===== config.mk =====
export PLATFORM = sky130hd
export DESIGN_NAME = ps2_mouse_packet_tracker
export DESIGN_NICKNAME = d
export VERILOG_FILES = /design/src/rtl/pmt_pkg.sv /design/src/rtl/ps2_mouse_packet_tracker.sv
export SDC_FILE = /design/constraint.sdc
export NUM_CORES = 1
export LEC_CHECK = 0
export BUFFER_PORTS_ARGS = -buffer_cell sky130_fd_sc_hd__buf_4
export CELL_PAD_IN_SITES_DETAIL_PLACEMENT = 1
export CELL_PAD_IN_SITES_GLOBAL_PLACEMENT = 1
export CORE_MARGIN = 1
export CORE_UTILIZATION = 48
export CTS_BUF_LIST = sky130_fd_sc_hd__clkbuf_4 sky130_fd_sc_hd__clkbuf_8
export CTS_CLUSTER_DIAMETER = 120
export DETAILED_ROUTE_END_ITERATION = 8
export HOLD_SLACK_MARGIN = 0.03
export PLACE_DENSITY_LB_ADDON = 0.08
export SLEW_MARGIN = 40
export SYNTH_ARGS = -nofsm -noshare
export SYNTH_HDL_FRONTEND = slang
export SYNTH_SLANG_ARGS = --single-unit

===== constraint.sdc =====
create_clock -name i_clk -period 5 [get_ports i_clk]
set_clock_uncertainty 0.05 [all_clocks]
set_input_delay 0.75 -clock i_clk [delete_from_list [all_inputs] [get_ports i_clk]]
set_output_delay 0.75 -clock i_clk [all_outputs]
set_load 0.01 [all_outputs]

===== src/rtl/pmt_pkg.sv =====
// ----------------------------------------------------------------------------
// pmt_pkg
// Shared types and constants for the PS/2 mouse packet tracker.
// ----------------------------------------------------------------------------
package pmt_pkg;

    // Width of the reported pointer coordinates
    localparam int unsigned POS_W  = 12;
    // Width of the screen size registers
    localparam int unsigned SIZE_W = 13;
    // Width of one signed motion delta after negation (-255 .. 256)
    localparam int unsigned DELTA_W = 10;

    localparam logic [7:0] ACK_BYTE  = 8'hFA;
    localparam logic [7:0] HDR_MASK  = 8'hC8;
    localparam logic [7:0] HDR_MATCH = 8'h08;

    // Header bit positions
    localparam int unsigned X_SIGN_BIT = 4;
    localparam int unsigned Y_SIGN_BIT = 5;

    localparam logic [SIZE_W-1:0] RST_WIDTH  = 13'd640;
    localparam logic [SIZE_W-1:0] RST_HEIGHT = 13'd480;
    localparam logic [8:0]        RST_POS_X  = 9'd320;
    localparam logic [8:0]        RST_POS_Y  = 9'd240;

    typedef enum logic [1:0] {
        PH_WAIT_ACK = 2'd0,
        PH_HEADER   = 2'd1,
        PH_DX       = 2'd2,
        PH_DY       = 2'd3
    } t_phase;

    typedef enum logic [1:0] {
        EV_RELEASED = 2'd0,
        EV_PRESSED  = 2'd1,
        EV_MOVED    = 2'd2,
        EV_DRAGGED  = 2'd3
    } t_event;

    typedef enum logic {
        REG_SCREEN_WIDTH  = 1'b0,
        REG_SCREEN_HEIGHT = 1'b1
    } t_cfg_reg;

endpackage


===== src/rtl/ps2_mouse_packet_tracker.sv =====
// ----------------------------------------------------------------------------
// ps2_mouse_packet_tracker
// Frames PS/2 mouse bytes into three-byte packets and tracks a clamped pointer.
// Throughput: one byte per cycle; the input register and the output register
// form a two-stage pipeline that stalls only when the output is held.
// Reset (synchronous, active low) empties both stages, waits for acknowledge,
// sets the pointer to 320/240 and the screen size to 640x480.
// ----------------------------------------------------------------------------
module ps2_mouse_packet_tracker #(
    parameter int unsigned COORD_BITS = 12
) (
    input  logic                        i_clk,
    input  logic                        i_rst_n,

    input  logic                        i_cfg_we,
    input  logic                        i_cfg_idx,
    input  logic [pmt_pkg::SIZE_W-1:0]  i_cfg_data,

    input  logic                        i_valid,
    output logic                        o_ready,
    input  logic [7:0]                  i_data_byte,

    output logic                        o_valid,
    input  logic                        i_ready,
    output logic [pmt_pkg::POS_W-1:0]   o_pos_x,
    output logic [pmt_pkg::POS_W-1:0]   o_pos_y,
    output logic [2:0]                  o_buttons,
    output logic [1:0]                  o_event_res
);

    // The pointer register must also hold the reset position (9 bits).
    localparam int unsigned PW = (COORD_BITS > 9) ? COORD_BITS : 9;
    localparam int unsigned AW = ((PW > pmt_pkg::SIZE_W) ? PW : pmt_pkg::SIZE_W) + 2;
    localparam int unsigned DW = pmt_pkg::DELTA_W;

    logic [pmt_pkg::SIZE_W-1:0] r_width;
    logic [pmt_pkg::SIZE_W-1:0] r_height;

    logic             r_in_valid;
    logic [7:0]       r_in_byte;

    pmt_pkg::t_phase  r_phase, n_phase;
    logic [7:0]       r_header, n_header;
    logic [7:0]       r_dx_byte, n_dx_byte;
    logic [PW-1:0]    r_cur_x, n_cur_x;
    logic [PW-1:0]    r_cur_y, n_cur_y;

    logic             r_out_valid, n_out_valid;
    logic [pmt_pkg::POS_W-1:0] r_pos_x, n_pos_x;
    logic [pmt_pkg::POS_W-1:0] r_pos_y, n_pos_y;
    logic [2:0]       r_buttons, n_buttons;
    pmt_pkg::t_event  r_event, n_event;

    logic             out_free;
    logic             s1_adv;
    logic             pkt_done;
    logic signed [DW-1:0] dx;
    logic signed [DW-1:0] dy;
    logic [PW+pmt_pkg::POS_W-1:0] x_ext;
    logic [PW+pmt_pkg::POS_W-1:0] y_ext;

    // Adds a signed delta, clears bit 0 and clamps to [0, min(size, 2^COORD_BITS) - 1].
    function automatic logic [PW-1:0] axis_update(
        input logic [PW-1:0]               pos,
        input logic signed [DW-1:0]        delta,
        input logic [pmt_pkg::SIZE_W-1:0]  size
    );
        logic [AW-1:0] cap;
        logic [AW-1:0] sz;
        logic [AW-1:0] lim;
        logic [AW-1:0] sum;
        logic [AW-1:0] u;
        cap = {{(AW-1){1'b0}}, 1'b1} << COORD_BITS;
        sz  = {{(AW-pmt_pkg::SIZE_W){1'b0}}, size};
        if (sz > cap) begin
            sz = cap;
        end
        lim = (sz == '0) ? '0 : sz - {{(AW-1){1'b0}}, 1'b1};
        sum = {{(AW-PW){1'b0}}, pos} + {{(AW-DW){delta[DW-1]}}, delta};
        if (sum[AW-1]) begin
            u = '0;
        end else begin
            u = {sum[AW-1:1], 1'b0};
            if (u > lim) begin
                u = lim;
            end
        end
        return u[PW-1:0];
    endfunction

    // The first stage moves on whenever the result register is free or being emptied.
    assign out_free = !r_out_valid || i_ready;
    assign s1_adv   = r_in_valid && out_free;
    assign o_ready  = !r_in_valid || out_free;

    assign pkt_done = s1_adv && (r_phase == pmt_pkg::PH_DY);

    always_comb begin
        dx = {1'b0, r_header[pmt_pkg::X_SIGN_BIT], r_dx_byte};
        dy = -$signed({1'b0, r_header[pmt_pkg::Y_SIGN_BIT], r_in_byte});
        if (r_header[pmt_pkg::X_SIGN_BIT]) begin
            dx = $signed({2'b11, r_dx_byte});
        end
        if (r_header[pmt_pkg::Y_SIGN_BIT]) begin
            dy = -$signed({2'b11, r_in_byte});
        end
    end

    always_comb begin
        n_phase   = r_phase;
        n_header  = r_header;
        n_dx_byte = r_dx_byte;
        n_cur_x   = r_cur_x;
        n_cur_y   = r_cur_y;
        if (s1_adv) begin
            case (r_phase)
                pmt_pkg::PH_WAIT_ACK: begin
                    if (r_in_byte == pmt_pkg::ACK_BYTE) begin
                        n_phase = pmt_pkg::PH_HEADER;
                    end
                end
                pmt_pkg::PH_HEADER: begin
                    if ((r_in_byte & pmt_pkg::HDR_MASK) == pmt_pkg::HDR_MATCH) begin
                        n_header = r_in_byte;
                        n_phase  = pmt_pkg::PH_DX;
                    end
                end
                pmt_pkg::PH_DX: begin
                    n_dx_byte = r_in_byte;
                    n_phase   = pmt_pkg::PH_DY;
                end
                pmt_pkg::PH_DY: begin
                    n_phase = pmt_pkg::PH_HEADER;
                    n_cur_x = axis_update(r_cur_x, dx, r_width);
                    n_cur_y = axis_update(r_cur_y, dy, r_height);
                end
                default: begin
                    n_phase = pmt_pkg::PH_WAIT_ACK;
                end
            endcase
        end
    end

    assign x_ext = {{pmt_pkg::POS_W{1'b0}}, n_cur_x};
    assign y_ext = {{pmt_pkg::POS_W{1'b0}}, n_cur_y};

    always_comb begin
        n_out_valid = r_out_valid && !i_ready;
        n_pos_x     = r_pos_x;
        n_pos_y     = r_pos_y;
        n_buttons   = r_buttons;
        n_event     = r_event;
        if (pkt_done) begin
            n_out_valid = 1'b1;
            n_pos_x     = x_ext[pmt_pkg::POS_W-1:0];
            n_pos_y     = y_ext[pmt_pkg::POS_W-1:0];
            n_buttons   = r_header[2:0];
            if ((dx == '0) && (dy == '0)) begin
                n_event = (r_header[2:0] == 3'd0) ? pmt_pkg::EV_RELEASED
                                                  : pmt_pkg::EV_PRESSED;
            end else begin
                n_event = (r_header[2:0] == 3'd0) ? pmt_pkg::EV_MOVED
                                                  : pmt_pkg::EV_DRAGGED;
            end
        end
    end

    always_ff @(posedge i_clk) begin
        if (!i_rst_n) begin
            r_width  <= pmt_pkg::RST_WIDTH;
            r_height <= pmt_pkg::RST_HEIGHT;
        end else if (i_cfg_we) begin
            case (pmt_pkg::t_cfg_reg'(i_cfg_idx))
                pmt_pkg::REG_SCREEN_WIDTH:  r_width  <= i_cfg_data;
                pmt_pkg::REG_SCREEN_HEIGHT: r_height <= i_cfg_data;
                default: ;
            endcase
        end
    end

    always_ff @(posedge i_clk) begin
        if (!i_rst_n) begin
            r_in_valid <= 1'b0;
        end else if (o_ready) begin
            r_in_valid <= i_valid;
        end
        if (o_ready && i_valid) begin
            r_in_byte <= i_data_byte;
        end
    end

    always_ff @(posedge i_clk) begin
        if (!i_rst_n) begin
            r_phase     <= pmt_pkg::PH_WAIT_ACK;
            r_header    <= 8'd0;
            r_dx_byte   <= 8'd0;
            r_cur_x     <= PW'(pmt_pkg::RST_POS_X);
            r_cur_y     <= PW'(pmt_pkg::RST_POS_Y);
            r_out_valid <= 1'b0;
        end else begin
            r_phase     <= n_phase;
            r_header    <= n_header;
            r_dx_byte   <= n_dx_byte;
            r_cur_x     <= n_cur_x;
            r_cur_y     <= n_cur_y;
            r_out_valid <= n_out_valid;
        end
        r_pos_x   <= n_pos_x;
        r_pos_y   <= n_pos_y;
        r_buttons <= n_buttons;
        r_event   <= n_event;
    end

    assign o_valid     = r_out_valid;
    assign o_pos_x     = r_pos_x;
    assign o_pos_y     = r_pos_y;
    assign o_buttons   = r_buttons;
    assign o_event_res = r_event;

endmodule


* Yosys cells after proc, flatten, opt, wreduce, memory -nomap -nowiden
Index checks and enable logic that the tools add are counted.
** Storage, ports and cells
- Bits of input ports :: 27
- Register bits after elaboration :: 105
- Output and inout bits :: 31
- Logic and storage cells :: 78
** Cells by class
- Eq/ne operators :: 7
- Add/sub/neg operators :: 6
- Multiplexer cells :: 25
- Order comparisons :: 4
- Reductions and logical operators :: 21
- Bitwise logic cells :: 1
** Operators by type and width (count)
- $mux 12 :: 8
- $mux 15 :: 6
- $gt 15x15->1 :: 2
- $logic_not 15->1 :: 2
- $sub 15x1->15 const B :: 2
- $add 13x10->14 :: 2
- $gt 13x13->1 const B :: 2
- $mux 13 :: 2
- $logic_not 10->1 :: 2
- $mux 10 :: 2
- $neg 9->10 :: 2
- $eq 8x8->1 const B :: 1
- $pmux 2 s4 :: 1
- $mux 2 :: 3
- $reduce_and 2->1 :: 3
- $reduce_and 3->1 :: 2
- $logic_and 1x1->1 :: 5
- $eq 2x2->1 const B :: 2
- $ne 2x2->1 const B :: 2
- $eq 3x1->1 const B :: 1
- $logic_not 1->1 :: 3
- $logic_not 3->1 :: 1
- $mux 1 :: 3
- $eq 2x1->1 const B :: 1
- other kinds (3) :: 4

* Depth between registers and ports, before layout
- Depth in word-level cells :: 11
- Depth in mapped cells :: 22

* Least setup slack after synthesis
No wires, ideal clock.
- Path kind :: reg-to-reg
- Start :: reg r_in_byte[2]
- End :: reg r_pos_y (netlist bit o_pos_y[8]) (data pin)
- Slack :: 524 ps
- Buffers on the path :: 1
- Cell stages (with the launch flop) :: 18
- Setup time :: 256 ps
- Data arrival time :: 4170 ps
- Data required time :: 4694 ps
- Path through :: edfxtp_1 clkbuf_1 nor4_2 a31oi_1 ha_1 a211oi_1 a21boi_0 o31a_1 o31ai_1 xnor2_1 inv_1 ha_1 and3_1 nand4_1 a2111o_1 o21ai_2 mux2_2 a22o_1
** On the way
- Word-level cells in the longest chain between the ends :: 8
** RTL lines
- start, declared :: RTL line ps2_mouse_packet_tracker.sv:40 : logic [7:0] r_in_byte;
- start signal, assigned :: RTL line ps2_mouse_packet_tracker.sv:188 : r_in_byte <= i_data_byte;
- $neg 9->10 (on tied branches) :: RTL line ps2_mouse_packet_tracker.sv:100, ps2_mouse_packet_tracker.sv:105
- $mux 10 (*) :: RTL line ps2_mouse_packet_tracker.sv:104 : if (r_header[pmt_pkg::Y_SIGN_BIT]) begin
- $add 13x10->14 (*) :: RTL line ps2_mouse_packet_tracker.sv:79 : sum = {{(AW-PW){1'b0}}, pos} + {{(AW-DW){delta[DW-1]}}, delta};
- $gt 15x15->1 :: RTL line ps2_mouse_packet_tracker.sv:84 : if (u > lim) begin
- $mux 12 :: RTL line ps2_mouse_packet_tracker.sv:84
- $mux 12 (*) :: RTL line ps2_mouse_packet_tracker.sv:80 : if (sum[AW-1]) begin
- $mux 12 (*) :: RTL line ps2_mouse_packet_tracker.sv:116 : case (r_phase)
- $mux 12 (*) :: RTL line ps2_mouse_packet_tracker.sv:115 : if (s1_adv) begin
- via n_cur_y[8] :: RTL line ps2_mouse_packet_tracker.sv:46 : logic [PW-1:0] r_cur_y, n_cur_y;
- end signal, assigned :: RTL line ps2_mouse_packet_tracker.sv:209 : r_pos_y <= n_pos_y;
- end, declared :: RTL line ps2_mouse_packet_tracker.sv:50 : logic [pmt_pkg::POS_W-1:0] r_pos_y, n_pos_y;
Mark *: on every way through the listed nets, which the timed path passes. The rest lies on a longest branch.
A chain may end at the register's enable or synchronous reset.

* Final worst setup path
- Start :: reg r_in_byte[0]
- End :: reg r_pos_y (netlist bit o_pos_y[8]) (data pin)
The elaborated chain is that of the path after synthesis.

==> impl_metrics.env <==
export IMPL_outcome="completed"
export IMPL_cts_root_buf="clkbuf_8"
export IMPL_grt_setup_unrepaired="true"
export IMPL_die_y_um=122.0
export IMPL_drtAntennaViolNets=0
export IMPL_seq_area_frac_synth_pct=35.49
export IMPL_netlist_instances=784
export IMPL_grt_start_max_net_pins=43
export IMPL_synth_ff_type="dfxtp_1"
export IMPL_clk_pin_slew_ps=110
export IMPL_rrSetupSlack_ps=200
export IMPL_slew_headroom_pct=49.25
export IMPL_hold_violations=0
export IMPL_routed_via_density=6.021
export IMPL_path_buf_inv=1
export IMPL_maxCapViolCount=0
export IMPL_crit_top_cell="ha_1"
export IMPL_synth_seq_cells=104
export IMPL_drt_pass1_iterations=5
export IMPL_gp_congestion=0.8559
export IMPL_vdd_drop_max_mv=0.1251
export IMPL_worstPathCellList="inv_1 > ha_1 > xnor2_1 > ha_1 > nor2b_1 > o31a_1 > nand2b_1 > a221oi_2 > o21bai_1 > a21oi_1 > xnor2_1 > ha_1 > and3_1 > nand4_1 > a2111o_1 > o21ai_4 > mux2_2 > a22o_1"
export IMPL_ys_top_cells_by_area="dfxtp_1 (19%), edfxtp_1 (16%), ha_1 (11%)"
export IMPL_port_buffers=57
export IMPL_powerDensity_nw_per_um2=242.0
export IMPL_grtUsageTotal_pct=28.13
export IMPL_tightest_slew_ps=759.7
export IMPL_instances_no_fill=1026
export IMPL_r2r_end="o_pos_y[8]"
export IMPL_async_flop_share_pct=0
export IMPL_antenna_found_initial=0
export IMPL_post_dp_hpwl_um=15920
export IMPL_endpoint="o_pos_y[8]"
export IMPL_p_leak_nw=3.182
export IMPL_n_antenna_cell=0
export IMPL_required_ps=5100
export IMPL_yosysTopAreaCell="dfxtp_1"
export IMPL_avgSynthCellArea_um2=8.814
export IMPL_vias=6178
export IMPL_reg2reg_depth=18
export IMPL_setup_violations=0
export IMPL_cp_startpoint="r_in_byte[0]"
export IMPL_grt_overflow_total=0
export IMPL_clock_tree_buffer_depth=2
export IMPL_synth_cell_type_count=74
export IMPL_ys_top_cells_by_count="nand2_1 (111), dfxtp_1 (67), a21oi_1 (63), ha_1 (63), inv_1 (42)"
export IMPL_drtIter0Drc=331
export IMPL_grt_pass1_wl_um=32050
export IMPL_dpl_cell_count=1005
export IMPL_cp_top_family="compound AO/OA/AOI/OAI gates"
export IMPL_wl_um=20570
export IMPL_htreeDepth=3
export IMPL_cp_slowest_cell="edfxtp_1"
export IMPL_synthesis_area_um2=6910
export IMPL_clock_sinks=104
export IMPL_cp_max_fo=13
export IMPL_yosysMostFrequentCell="nand2_1"
export IMPL_cts_buffers=9
export IMPL_syn2layout_area_growth_pct=13.27
export IMPL_core_region_area_um2=13990
export IMPL_fmax_mhz=208.1
export IMPL_yosysTopAreaCellShare_pct=19.41
export IMPL_core_rowCount=43
export IMPL_startpoint_type="flop"
export IMPL_post_route_drc_count=0
export IMPL_hold_class="reg2reg"
export IMPL_slew_viol_final=0
export IMPL_worst_setup_path_end_kind="flop"
export IMPL_synth_warnings=0
export IMPL_cts_tree="yes"
export IMPL_ios=58
export IMPL_synth_edff_count=37
export IMPL_cp_num_cells=18
export IMPL_p_total_mw=1.894
export IMPL_arrival_ps=4910
export IMPL_crit_path_max_incr_delay_ps=470
export IMPL_drive_above_1_share_pct=15.01
export IMPL_critical_path_class="reg2reg"
export IMPL_r2r_start="r_in_byte[0]"
export IMPL_nets=933
export IMPL_die_x_um=122.0
export IMPL_grt_pass1_vias=6255
export IMPL_dieArea_um2=14880
export IMPL_start_util_pct=49.40
export IMPL_min_period_over_period_pct=96.09
export IMPL_clk_latency_ps=400
export IMPL_fin_crit_ps=4804
export IMPL_syn_num_nets=876
export IMPL_wl_per_cell_um=20.04
==> worst reg2reg max path, delay by kind of cell (launching register included) <==
kind,cells,cell delay (ps)
adders and majority gates,3,890
xor gates and xnor gates,2,300
DFF,1,470
buffers and inverters,1,160
muxes,1,400
AOI/OAI and AO/OA,7,1660
and+or+nand+nor,4,640
==> kinds of logic after synthesis <==
family | after synthesis | synth area share (%)
and+or+nand+nor | 297 | 22.13
AOI/OAI and AO/OA | 193 | 19.23
DFF | 104 | 35.49
buffers and inverters | 75 | 4.382
adders and majority gates | 65 | 11.99
xor gates and xnor gates | 32 | 4.056
muxes | 18 | 2.734
==> area by class of cell <==
cell class	instances	area [µm²]
Clock buffer	9	123.9
Clock inverter	7	81.33
Fill cell	1659	6161
Inverter	44	165.2
Multi-Input combinational cell	605	4202
Sequential cell	104	2452
Tap cell	180	225.2
Timing Repair Buffer	77	578.1
==> timing repair <==
item | in CTS | in global routing
hold endpoints to repair | 0 | 0
endpoints found under the setup margin | 0 | 26
hold buffers | 0 | 0
buffers inserted | 0 | 5
gates resized for setup | 0 | 6
==> worst min-delay path by stage <==
stage                     slack (ps)           end         from  cells after the start
after floorplan                  370  o_buttons[2]  r_header[2]                      0
after global placement           400  o_buttons[0]  r_header[0]                      0
after detailed placement         400  o_buttons[1]  r_header[1]                      0
after CTS                        410  o_buttons[1]  r_header[1]                      0
after global routing             430  o_buttons[0]  r_header[0]                      0
final                            410  o_buttons[1]  r_header[1]                      0
==> layout by cell type (no fill, tap or decap), types with 9 or more instances in the layout <==
cell type / Yosys / final
mux2i_1: 11 / 10
a22o_1: 27 / 27
buf_4: 1 / 77
nor2_1: 40 / 40
ha_1: 63 / 63
clkbuf_8: 0 / 9
a21o_1: 12 / 12
nor4_1: 10 / 10
xor2_1: 9 / 9
edfxtp_1: 37 / 37
o21ai_0: 23 / 23
nand2b_1: 12 / 12
nand3_1: 38 / 38
nand2_1: 111 / 111
dfxtp_1: 67 / 67
inv_1: 42 / 41
nand4_1: 13 / 13
a21oi_1: 63 / 63
xnor2_1: 23 / 23
nand3b_1: 10 / 10
and3_1: 10 / 10
==> registers in the layout, indices dropped and copies added (netlist names) <==
signal       cells
r_height        13
r_width         13
o_pos_x         12
o_pos_y         12
r_cur_x         12
r_cur_y         12
r_dx_byte        8
r_in_byte        8
r_header         5
o_buttons        3
o_event_res      2
r_phase          2
o_valid          1
r_in_valid       1
==> power breakdown <==
group	switching [mW]	internal, mW
sequential	0.0280	0.887
clock	0.316	0.236
combinational	0.249	0.177
==> layer usage <==
| layer | vias up | share of wire, % | GRT usage (%) |
|---|---|---|---|
| li1 | 2980 | - | - |
| met1 | 3052 | 45 | 35.93 |
| met2 | 121 | 49 | 49.40 |
| met3 | 25 | 4.0 | 4.213 |
| met4 | 0 | 1.3 | 6.790 |
| met5 | - | 0 | 0 |
==> metrics by stage <==
step	setup TNS, ps	hold WS (ps)	util, %	instance area [µm²]	setup WS [ps]
after CTS	0	409.5	55.42	7752	43.51
after global placement	0	402.0	53.89	7538	277.0
after global routing	-53.17	426.8	55.96	7828	-37.91
after floorplan	0	371.7	-	6910	523.7
after detailed placement	0	395.3	53.95	7547	76.74
final	0	406.4	55.96	7828	195.7
No activity file was read; power rests on OpenSTA's default activity.
